File: src/sv/afs_pkg.sv
// ----------------------------------------------------------------------------
// afs_pkg
// Types, constants and the CRC-16/MCRF4XX byte update shared by the actuator
// frame serializer.
// ----------------------------------------------------------------------------
package afs_pkg;

  localparam logic       CMD_BEGIN   = 1'b0;
  localparam logic       CMD_CONTROL = 1'b1;

  localparam logic [1:0] REG_SYSTEM_ID    = 2'd0;
  localparam logic [1:0] REG_COMPONENT_ID = 2'd1;
  localparam logic [1:0] REG_MESSAGE_ID   = 2'd2;

  localparam logic [7:0]  FRAME_MAGIC = 8'hFD;
  localparam logic [15:0] CRC_INIT    = 16'hFFFF;

  localparam logic [7:0]  SYSTEM_ID_RESET    = 8'd1;
  localparam logic [7:0]  COMPONENT_ID_RESET = 8'd1;
  localparam logic [23:0] MESSAGE_ID_RESET   = 24'd93;

  // Byte positions inside each section of the frame.
  localparam logic [4:0] HEAD_MAGIC    = 5'd0;
  localparam logic [4:0] HEAD_LEN      = 5'd1;
  localparam logic [4:0] HEAD_FLAG0    = 5'd2;
  localparam logic [4:0] HEAD_FLAG1    = 5'd3;
  localparam logic [4:0] HEAD_SEQ      = 5'd4;
  localparam logic [4:0] HEAD_SYS      = 5'd5;
  localparam logic [4:0] HEAD_COMP     = 5'd6;
  localparam logic [4:0] HEAD_MSG0     = 5'd7;
  localparam logic [4:0] HEAD_MSG1     = 5'd8;
  localparam logic [4:0] HEAD_MSG2     = 5'd9;
  localparam logic [4:0] HEAD_TIME     = 5'd10;
  localparam logic [4:0] HEAD_LAST     = 5'd17;
  localparam logic [4:0] CTRL_LAST     = 5'd3;
  localparam logic [4:0] TAIL_MODE     = 5'd0;
  localparam logic [4:0] TAIL_CRC_LO   = 5'd9;
  localparam logic [4:0] TAIL_LAST     = 5'd10;

  typedef enum logic [1:0] {
    ST_IDLE,
    ST_HEAD,
    ST_CTRL,
    ST_TAIL
  } afs_state_t;

  typedef struct packed {
    logic       load_begin;
    logic       load_ctrl;
    logic       emit;
    logic       close_frame;
    afs_state_t phase;
    logic [4:0] byte_idx;
  } afs_cmd_t;

  typedef struct packed {
    logic frame_open;
    logic tail_due;
    logic out_free;
  } afs_sts_t;

  function automatic logic [15:0] crc_fold(input logic [15:0] crc, input logic [7:0] b);
    logic [7:0] t;
    t = b ^ crc[7:0];
    t = t ^ (t << 4);
    return {8'h00, crc[15:8]} ^ {t, 8'h00} ^ {5'b0, t, 3'b0} ^ {12'b0, t[7:4]};
  endfunction

endpackage

File: src/sv/afs_in_if.sv
// ----------------------------------------------------------------------------
// afs_in_if
// Input channel of the frame serializer: begin and control items.
// ----------------------------------------------------------------------------
interface afs_in_if;
  logic        valid;
  logic        ready;
  logic        command;
  logic [63:0] time_usec;
  logic [7:0]  mode;
  logic [63:0] flags;
  logic [31:0] control_bits;

  modport source (output valid, command, time_usec, mode, flags, control_bits,
                  input ready);
  modport sink   (input valid, command, time_usec, mode, flags, control_bits,
                  output ready);
endinterface

File: src/sv/afs_out_if.sv
// ----------------------------------------------------------------------------
// afs_out_if
// Result channel of the frame serializer: one frame byte per item.
// ----------------------------------------------------------------------------
interface afs_out_if;
  logic       valid;
  logic       ready;
  logic [7:0] frame_byte;
  logic       last_of_frame;

  modport source (output valid, frame_byte, last_of_frame, input ready);
  modport sink   (input valid, frame_byte, last_of_frame, output ready);
endinterface

File: src/sv/afs_ctrl.sv
// ----------------------------------------------------------------------------
// afs_ctrl
// Sequencer of the frame serializer: walks the header, control and trailer
// sections one byte per cycle whenever the output register can take a byte.
// ----------------------------------------------------------------------------
module afs_ctrl
  import afs_pkg::*;
(
  input  logic     clk,
  input  logic     rst_n,
  input  logic     in_valid,
  input  logic     in_command,
  output logic     in_ready,
  input  afs_sts_t sts,
  output afs_cmd_t cmd
);

  afs_state_t state_r, state_nxt;
  logic [4:0] idx_r, idx_nxt;
  logic       accept;
  logic       emit;
  logic       idx_last;

  assign accept = in_valid && (state_r == ST_IDLE);
  assign emit   = (state_r != ST_IDLE) && sts.out_free;

  always_comb begin
    unique case (state_r)
      ST_HEAD: idx_last = (idx_r == HEAD_LAST);
      ST_CTRL: idx_last = (idx_r == CTRL_LAST);
      ST_TAIL: idx_last = (idx_r == TAIL_LAST);
      default: idx_last = 1'b0;
    endcase
  end

  // Next state.
  always_comb begin
    state_nxt = state_r;
    idx_nxt   = idx_r;
    unique case (state_r)
      ST_IDLE: begin
        idx_nxt = '0;
        if (accept) begin
          if (in_command == CMD_BEGIN) begin
            state_nxt = ST_HEAD;
          end else if (sts.frame_open) begin
            state_nxt = ST_CTRL;
          end
        end
      end
      ST_HEAD, ST_CTRL, ST_TAIL: begin
        if (emit) begin
          if (idx_last) begin
            idx_nxt = '0;
            if (state_r == ST_CTRL && sts.tail_due) begin
              state_nxt = ST_TAIL;
            end else begin
              state_nxt = ST_IDLE;
            end
          end else begin
            idx_nxt = idx_r + 5'd1;
          end
        end
      end
      default: begin
        state_nxt = ST_IDLE;
        idx_nxt   = '0;
      end
    endcase
  end

  // Outputs.
  always_comb begin
    in_ready        = (state_r == ST_IDLE);
    cmd.load_begin  = accept && (in_command == CMD_BEGIN);
    cmd.load_ctrl   = accept && (in_command == CMD_CONTROL) && sts.frame_open;
    cmd.emit        = emit;
    cmd.close_frame = emit && idx_last && (state_r == ST_TAIL);
    cmd.phase       = state_r;
    cmd.byte_idx    = idx_r;
  end

  always_ff @(posedge clk) begin
    if (!rst_n) begin
      state_r <= ST_IDLE;
      idx_r   <= '0;
    end else begin
      state_r <= state_nxt;
      idx_r   <= idx_nxt;
    end
  end

endmodule

File: src/sv/afs_datapath.sv
// ----------------------------------------------------------------------------
// afs_datapath
// Holds the configuration, the latched item fields, the running CRC and the
// output register, and forms each frame byte as the sequencer commands.
// ----------------------------------------------------------------------------
module afs_datapath
  import afs_pkg::*;
#(
  parameter int CONTROL_COUNT = 16
) (
  input  logic        clk,
  input  logic        rst_n,
  input  logic        cfg_we,
  input  logic [1:0]  cfg_index,
  input  logic [23:0] cfg_data,
  input  logic [63:0] in_time_usec,
  input  logic [7:0]  in_mode,
  input  logic [63:0] in_flags,
  input  logic [31:0] in_control_bits,
  input  afs_cmd_t    cmd,
  output afs_sts_t    sts,
  input  logic        out_ready,
  output logic        out_valid,
  output logic [7:0]  out_frame_byte,
  output logic        out_last_of_frame
);

  localparam int         SEEN_W      = $clog2(CONTROL_COUNT + 1);
  localparam logic [7:0] PAYLOAD_LEN = 8'((8 + 4 * CONTROL_COUNT + 9) % 256);
  localparam logic [SEEN_W-1:0] SEEN_FULL = SEEN_W'(CONTROL_COUNT);

  logic [7:0]        system_id_r;
  logic [7:0]        component_id_r;
  logic [23:0]       message_id_r;
  logic [7:0]        seq_r;
  logic [15:0]       crc_r;
  logic [SEEN_W-1:0] seen_r;
  logic              frame_open_r;
  logic [7:0]        mode_r;
  logic [63:0]       flags_r;
  logic [63:0]       time_r;
  logic [31:0]       ctrl_r;
  logic              out_valid_r;
  logic [7:0]        out_byte_r;
  logic              out_last_r;

  logic [7:0] byte_nxt;
  logic       fold;
  logic       last;

  always_comb begin
    byte_nxt = 8'h00;
    unique case (cmd.phase)
      ST_HEAD: begin
        priority if (cmd.byte_idx == HEAD_MAGIC) byte_nxt = FRAME_MAGIC;
        else if (cmd.byte_idx == HEAD_LEN)       byte_nxt = PAYLOAD_LEN;
        else if (cmd.byte_idx == HEAD_FLAG0)     byte_nxt = 8'h00;
        else if (cmd.byte_idx == HEAD_FLAG1)     byte_nxt = 8'h00;
        else if (cmd.byte_idx == HEAD_SEQ)       byte_nxt = seq_r;
        else if (cmd.byte_idx == HEAD_SYS)       byte_nxt = system_id_r;
        else if (cmd.byte_idx == HEAD_COMP)      byte_nxt = component_id_r;
        else if (cmd.byte_idx == HEAD_MSG0)      byte_nxt = message_id_r[7:0];
        else if (cmd.byte_idx == HEAD_MSG1)      byte_nxt = message_id_r[15:8];
        else if (cmd.byte_idx == HEAD_MSG2)      byte_nxt = message_id_r[23:16];
        else                                     byte_nxt = time_r[7:0];
      end
      ST_CTRL: byte_nxt = ctrl_r[7:0];
      ST_TAIL: begin
        priority if (cmd.byte_idx == TAIL_MODE)  byte_nxt = mode_r;
        else if (cmd.byte_idx == TAIL_CRC_LO)    byte_nxt = crc_r[7:0];
        else if (cmd.byte_idx == TAIL_LAST)      byte_nxt = crc_r[15:8];
        else                                     byte_nxt = flags_r[7:0];
      end
      default: byte_nxt = 8'h00;
    endcase
  end

  // The magic byte and the two CRC bytes stay out of the checksum.
  assign fold = cmd.emit
             && !(cmd.phase == ST_HEAD && cmd.byte_idx == HEAD_MAGIC)
             && !(cmd.phase == ST_TAIL && cmd.byte_idx >= TAIL_CRC_LO);
  assign last = (cmd.phase == ST_TAIL) && (cmd.byte_idx == TAIL_LAST);

  assign sts.frame_open = frame_open_r;
  assign sts.tail_due   = (seen_r >= SEEN_FULL);
  assign sts.out_free   = !out_valid_r || out_ready;

  assign out_valid         = out_valid_r;
  assign out_frame_byte    = out_byte_r;
  assign out_last_of_frame = out_last_r;

  // Control state, configuration and output handshake.
  always_ff @(posedge clk) begin
    if (!rst_n) begin
      system_id_r    <= SYSTEM_ID_RESET;
      component_id_r <= COMPONENT_ID_RESET;
      message_id_r   <= MESSAGE_ID_RESET;
      seq_r          <= '0;
      crc_r          <= CRC_INIT;
      seen_r         <= '0;
      frame_open_r   <= 1'b0;
      mode_r         <= '0;
      flags_r        <= '0;
      out_valid_r    <= 1'b0;
    end else begin
      if (cfg_we) begin
        unique case (cfg_index)
          REG_SYSTEM_ID:    system_id_r    <= cfg_data[7:0];
          REG_COMPONENT_ID: component_id_r <= cfg_data[7:0];
          REG_MESSAGE_ID:   message_id_r   <= cfg_data;
          default: ;
        endcase
      end

      if (cmd.load_begin) begin
        crc_r        <= CRC_INIT;
        seen_r       <= '0;
        frame_open_r <= 1'b1;
        mode_r       <= in_mode;
        flags_r      <= in_flags;
      end else begin
        if (cmd.load_ctrl) begin
          seen_r <= seen_r + SEEN_W'(1);
        end
        if (cmd.close_frame) begin
          seen_r       <= '0;
          frame_open_r <= 1'b0;
        end
        if (fold) begin
          crc_r <= crc_fold(crc_r, byte_nxt);
        end
        // Flag bytes leave the shift register low byte first.
        if (cmd.emit && cmd.phase == ST_TAIL && cmd.byte_idx != TAIL_MODE
            && cmd.byte_idx < TAIL_CRC_LO) begin
          flags_r <= {8'h00, flags_r[63:8]};
        end
      end

      if (cmd.emit && cmd.phase == ST_HEAD && cmd.byte_idx == HEAD_SEQ) begin
        seq_r <= seq_r + 8'd1;
      end

      if (cmd.emit) begin
        out_valid_r <= 1'b1;
      end else if (out_ready) begin
        out_valid_r <= 1'b0;
      end
    end
  end

  // Payload shift registers and output byte.
  always_ff @(posedge clk) begin
    if (cmd.load_begin) begin
      time_r <= in_time_usec;
    end else if (cmd.emit && cmd.phase == ST_HEAD && cmd.byte_idx >= HEAD_TIME) begin
      time_r <= {8'h00, time_r[63:8]};
    end

    if (cmd.load_ctrl) begin
      ctrl_r <= in_control_bits;
    end else if (cmd.emit && cmd.phase == ST_CTRL) begin
      ctrl_r <= {8'h00, ctrl_r[31:8]};
    end

    if (cmd.emit) begin
      out_byte_r <= byte_nxt;
      out_last_r <= last;
    end
  end

endmodule

File: src/sv/actuator_frame_serializer_crc16_core.sv
// ----------------------------------------------------------------------------
// actuator_frame_serializer_crc16_core
// Turns begin and control items into a byte stream of actuator frames with a
// CRC-16/MCRF4XX trailer.
// ----------------------------------------------------------------------------
// Usage:
//   in_ch takes one item at a time. A begin item (command 0) latches time,
//   mode and flags and produces the 18 header bytes. A control item
//   (command 1) produces four bytes of control_bits, low byte first; the
//   last of CONTROL_COUNT controls also produces mode, eight flag bytes and
//   the CRC low and high bytes, with last_of_frame set on the final byte.
//   A control item outside an open frame is dropped without output.
//   out_ch carries one frame byte per item from a single output register.
//   Throughput: one byte per cycle while the receiver keeps ready high. The
//   byte sequencer is the limit: in_ch.ready is high only when it is idle,
//   so the next item is taken only once the last byte of the current one
//   has entered the output register. The first byte passes the sequencer
//   state register, then the output register. A stalled receiver freezes
//   the sequencer; the pending byte holds. Reset (rst_n low, synchronous)
//   restores the default ids, clears the sequence number and closes any open
//   frame. The user must keep cfg_* writes to idle; the block does not enforce it.
// ----------------------------------------------------------------------------
module actuator_frame_serializer_crc16_core
  import afs_pkg::*;
#(
  parameter int CONTROL_COUNT = 16
) (
  input  logic        clk,
  input  logic        rst_n,
  afs_in_if.sink      in_ch,
  afs_out_if.source   out_ch,
  input  logic        cfg_we,
  input  logic [1:0]  cfg_index,
  input  logic [23:0] cfg_data
);

  afs_cmd_t cmd;
  afs_sts_t sts;

  afs_ctrl u_ctrl (
    .clk        (clk),
    .rst_n      (rst_n),
    .in_valid   (in_ch.valid),
    .in_command (in_ch.command),
    .in_ready   (in_ch.ready),
    .sts        (sts),
    .cmd        (cmd)
  );

  afs_datapath #(
    .CONTROL_COUNT (CONTROL_COUNT)
  ) u_datapath (
    .clk               (clk),
    .rst_n             (rst_n),
    .cfg_we            (cfg_we),
    .cfg_index         (cfg_index),
    .cfg_data          (cfg_data),
    .in_time_usec      (in_ch.time_usec),
    .in_mode           (in_ch.mode),
    .in_flags          (in_ch.flags),
    .in_control_bits   (in_ch.control_bits),
    .cmd               (cmd),
    .sts               (sts),
    .out_ready         (out_ch.ready),
    .out_valid         (out_ch.valid),
    .out_frame_byte    (out_ch.frame_byte),
    .out_last_of_frame (out_ch.last_of_frame)
  );

endmodule

File: src/flat_wrapper.sv
// flat-port wrapper written by rule: the top's interface ports become plain ports
module actuator_frame_serializer_crc16_core_flat import afs_pkg::*;
#(
  parameter int CONTROL_COUNT = 16
)
  (clk, rst_n, cfg_we, cfg_index, cfg_data, in_ch_valid, in_ch_command, in_ch_time_usec, in_ch_mode, in_ch_flags, in_ch_control_bits, in_ch_ready, out_ch_valid, out_ch_frame_byte, out_ch_last_of_frame, out_ch_ready);
  afs_in_if in_ch_i ();
  afs_out_if out_ch_i ();
  input  logic clk;
  input  logic rst_n;
  input  logic cfg_we;
  input  logic [1:0] cfg_index;
  input  logic [23:0] cfg_data;
  input wire logic [$bits(in_ch_i.valid)-1:0] in_ch_valid;
  input wire logic [$bits(in_ch_i.command)-1:0] in_ch_command;
  input wire logic [$bits(in_ch_i.time_usec)-1:0] in_ch_time_usec;
  input wire logic [$bits(in_ch_i.mode)-1:0] in_ch_mode;
  input wire logic [$bits(in_ch_i.flags)-1:0] in_ch_flags;
  input wire logic [$bits(in_ch_i.control_bits)-1:0] in_ch_control_bits;
  output wire logic [$bits(in_ch_i.ready)-1:0] in_ch_ready;
  output wire logic [$bits(out_ch_i.valid)-1:0] out_ch_valid;
  output wire logic [$bits(out_ch_i.frame_byte)-1:0] out_ch_frame_byte;
  output wire logic [$bits(out_ch_i.last_of_frame)-1:0] out_ch_last_of_frame;
  input wire logic [$bits(out_ch_i.ready)-1:0] out_ch_ready;
  assign in_ch_i.valid = in_ch_valid;
  assign in_ch_i.command = in_ch_command;
  assign in_ch_i.time_usec = in_ch_time_usec;
  assign in_ch_i.mode = in_ch_mode;
  assign in_ch_i.flags = in_ch_flags;
  assign in_ch_i.control_bits = in_ch_control_bits;
  assign in_ch_ready = in_ch_i.ready;
  assign out_ch_valid = out_ch_i.valid;
  assign out_ch_frame_byte = out_ch_i.frame_byte;
  assign out_ch_last_of_frame = out_ch_i.last_of_frame;
  assign out_ch_i.ready = out_ch_ready;
  actuator_frame_serializer_crc16_core #(.CONTROL_COUNT(CONTROL_COUNT)) u_core (.clk(clk), .rst_n(rst_n), .in_ch(in_ch_i), .out_ch(out_ch_i), .cfg_we(cfg_we), .cfg_index(cfg_index), .cfg_data(cfg_data));
endmodule
File: config.mk
export PLATFORM = sky130hd
export DESIGN_NAME = actuator_frame_serializer_crc16_core_flat
export DESIGN_NICKNAME = d
export VERILOG_FILES = /design/src/sv/afs_pkg.sv /design/src/sv/afs_in_if.sv /design/src/sv/afs_out_if.sv /design/src/sv/afs_ctrl.sv /design/src/sv/afs_datapath.sv /design/src/sv/actuator_frame_serializer_crc16_core.sv /design/src/flat_wrapper.sv
export SDC_FILE = /design/constraint.sdc
export NUM_CORES = 1
export LEC_CHECK = 0
export CAP_MARGIN = 10
export CORE_MARGIN = 2
export CORE_UTILIZATION = 55
export DETAILED_ROUTE_END_ITERATION = 16
export DONT_BUFFER_PORTS = 1
export GPL_ROUTABILITY_DRIVEN = 0
export PLACE_DENSITY = 0.81
export SLEW_MARGIN = 20
export SYNTH_ARGS = -nofsm -noshare
export SYNTH_HDL_FRONTEND = slang
export SYNTH_SLANG_ARGS = --single-unit
File: constraint.sdc
create_clock -name clk -period 8.3 [get_ports clk]
set_input_delay 0.415 -clock clk [delete_from_list [all_inputs] [get_ports clk]]
set_output_delay 0.415 -clock clk [all_outputs]
set_load 0.02 [all_outputs]
==> impl_metrics.yaml <==
status:
  outcome: "complete, no violations"
timing:
  maxSlewViolCount: 0
  finalSetupViolCount: 0
  tightest_slew_ns: 1.11
  hold_viol_final: 0
  relSlewSlack_pct: 24.8
  fin_ws_ns: 4.17
  fin_crit_ns: 4.13
  fin_crit_sh_pct: 49.8
  fmax_mhz: 242
  fin_worst_skew_ns: 0.00641
  rsz0062_at_grt: "no"
  setup_tns_ns: 0
yosys:
  netlist_area_sq_um: 12300
  ys_warn_count: 0
  yosys.cell_types.count: 80
  synthFlopType: "dfxtp_1"
  syn_inst: 1253
  syn_avg_cell_area_sq_um: 9.79
  synth_edf_count: 105
  synthArstFlopShare_pct: 0
  synth_seq_cells: 255
  yosysTopAreaCellShare_pct: 25.7
  yosysSeqAreaShare_pct: 50.2
  synth_nets: 1459
  synth.top_cells.by_area: "edfxtp_1, dfxtp_1, nand2_1"
  yosysTopAreaCell: "edfxtp_1"
layout:
  area_growth_pct: 9.37
  finish.instance_area_sq_um: 13400
  diodes: 0
  mostFrequentLayoutCell: "nand2_1"
  fill_cells: 1757
  drive_gt1_share_pct: 7.92
  nets: 1423
  layout_common_cells: "nand2_1, dfxtp_1, edfxtp_1, mux2i_1, o211a_1"
floorplan:
  die_w_um: 153
  placeableCoreArea_sq_um: 21900
  num_rows: 54
  initial_utilization_pct: 56.1
  io_pins: 211
  die_h_um: 153
  die_area_sq_um: 23500
cts:
  clk_path_buf_depth: 3
  cts_tree: "yes"
  clock_sinks: 255
  clk_pin_slew_ns: 0.06
  clock_latency_ns: 0.54
  cts_max_level: 1
  postCtsResizedCells: 0
  cts_buffers: 27
  post_cts_buffers: 0
  clockRootBuffer: "clkbuf_16"
pwr:
  clkPwrFrac_pct: 41.4
  power.density_nw_per_um2: 212
  p_sw_uw: 676
  p_sw_share_pct: 23.8
  p_int_uw: 2160
  power_frac_seq_pct: 49.8
  cellLeakagePower_uw: 0.00604
  peakVddDrop_mv: 0.212
  p_comb_share_pct: 8.8
global_routing:
  antenna_found_initial: 0
  grt_pass1_wl_um: 44900
  grt.total_usage_pct: 23.6
  grt_max_degree: 82
  global_route.overflow_total: 0
  grt_pass1_vias: 8605
worst_setup_path:
  critPathArrivalTime_ns: 4.52
  slowest_stage: "ha_1"
  crit_chain: "inv_1 -> ha_1 -> nand4bb_1 -> mux2_2 -> a221oi_1 -> o221ai_1 -> xnor2_2 -> xor3_1 -> xnor2_1 -> o21ai_1"
  worst_setup_path_start_kind: "flip-flop"
  worst_path_largest_cell_delay_ns: 0.85
  crit_family: "adder cells"
  worst-path-max-fanout: 31
  worstSetupEndpointType: "flip-flop"
  ff2ff_path_depth: 10
  worst-path-stages: 10
  cp_num_buf_inv: 1
  crit_type: "reg2reg"
  required_ns: 8.69
drt:
  drtIter0Drc: 812
  num_vias: 8908
  drc_errors: 0
  antenna_left: 0
  avgRoutedWirePerCell_um: 19.0
  drt-pass1-iter-count: 6
  drt_wl_total_um: 28800
  via_per_inst: 5.87
flow_run:
  maxCapViolCount: 0
placement:
  placed_area_sq_um: 12300
  io_buffer_count: 0
  post-place-ws_ns: 4.26
  place_hpwl_um: 19300
min_path:
  hold_path_depth: 2
  min_path_type: "in2reg"
==> flip-flops by register name (all words and copies together) (netlist names), 16 cells and up <==
| name | flops |
|---|---|
| u_core.u_datapath.crc_r | 16 |
| u_core.u_datapath.ctrl_r | 32 |
| u_core.u_datapath.flags_r | 64 |
| u_core.u_datapath.message_id_r | 24 |
| u_core.u_datapath.time_r | 64 |
==> per-layer routing <==
layer | vias to the layer above | share of wire, % | track usage, %
met5 | - | 0 | 0
met4 | 0 | 3.8 | 8.56
met3 | 79 | 9.0 | 6.44
met2 | 379 | 48 | 39.0
met1 | 4142 | 40 | 29.8
li1 | 4308 | - | -
==> cell families (layout without fill, tap and decap cells) <==
| group | Yosys count | after routing | share of synthesized area, % |
|---|---|---|---|
| simple gates | 519 | 519 | 19.0 |
| flops | 255 | 255 | 50.2 |
| compound gates | 223 | 223 | 14.1 |
| mux | 110 | 110 | 9.23 |
| buf+inv | 106 | 91 | 3.59 |
| xor+xnor | 34 | 34 | 3.36 |
| fa+ha+maj | 6 | 6 | 0.612 |
==> Yosys cell counts (3+ instances only) <==
cell type and instances:
nand4_1 5, o22ai_1 6, mux2_2 25, o221ai_1 6, nand2_1 350, o211a_1 58
o21ai_0 15, a32oi_1 3, xnor3_1 4, clkbuf_1 60, edfxtp_1 105, o211ai_1 10
xor2_1 6, nor3b_1 3, nor2b_1 33, buf_1 12, a31oi_1 7, nand3b_1 4
a221oi_1 3, or3_1 3, xnor2_1 18, a21boi_0 37, a21o_1 4, a21oi_1 33
nor3_1 5, buf_2 16, ha_1 6, mux2i_1 85, o21ai_1 10, dfxtp_1 150
nor2_1 42, o31ai_1 3, nand3_1 23, inv_1 14, and2_1 24, nand4bb_1 6
==> power by group through the flow <==
stage	logic [uW]	registers, uW	clock network, uW
6_report	250	1410	1180
5_1_grt	280	1420	1240
3_3_place_gp	227	1440	0
2_1_floorplan	203	1430	0
3_5_place_dp	235	1440	0
4_1_cts	249	1410	1190
==> path summary, 6_finish.rpt <==
path	slack, ns	start	end
setup reg to reg	4.17	u_core.u_ctrl.idx_r[1]	u_core.u_datapath.crc_r[8]
hold reg to reg	0.46	u_core.u_datapath.mode_r[1]	u_core.u_datapath.mode_r[1]
setup / recovery	4.17	u_core.u_ctrl.idx_r[1]	u_core.u_datapath.crc_r[8]
hold / removal	0.009	cfg_data[3]	u_core.u_datapath.message_id_r[3]
==> repair_timing <==
| action | CTS | global route |
|---|---|---|
| endpoints found under the hold margin | 67 | 2 |
| setup endpoints to repair | 0 | 0 |
| hold buffers | 16 | 2 |
==> cell type report <==
cell class | count | area [sq um] | share of cell area (%)
Sequential cell | 255 | 6160 | 45.9
Multi-Input combinational cell | 892 | 5720 | 42.6
Clock buffer | 33 | 718 | 5.35
Tap cell | 280 | 350 | 2.61
Timing Repair Buffer | 27 | 278 | 2.07
Clock inverter | 17 | 153 | 1.14
Inverter | 14 | 52.6 | 0.391
==> per-stage QoR <==
stage,power [uW],util [%],hold WS [ns],cells
2_1_floorplan,1630,-,0.439,1253
3_3_place_gp,1670,56.3,0.448,1449
3_5_place_dp,1680,56.3,0.453,1449
4_1_cts,2860,61.1,0.000000944,1515
5_1_grt,2940,61.3,0.00160,1518
6_report,2840,61.3,0.00903,1518
Note: power is estimated with default switching activity, not from simulation.
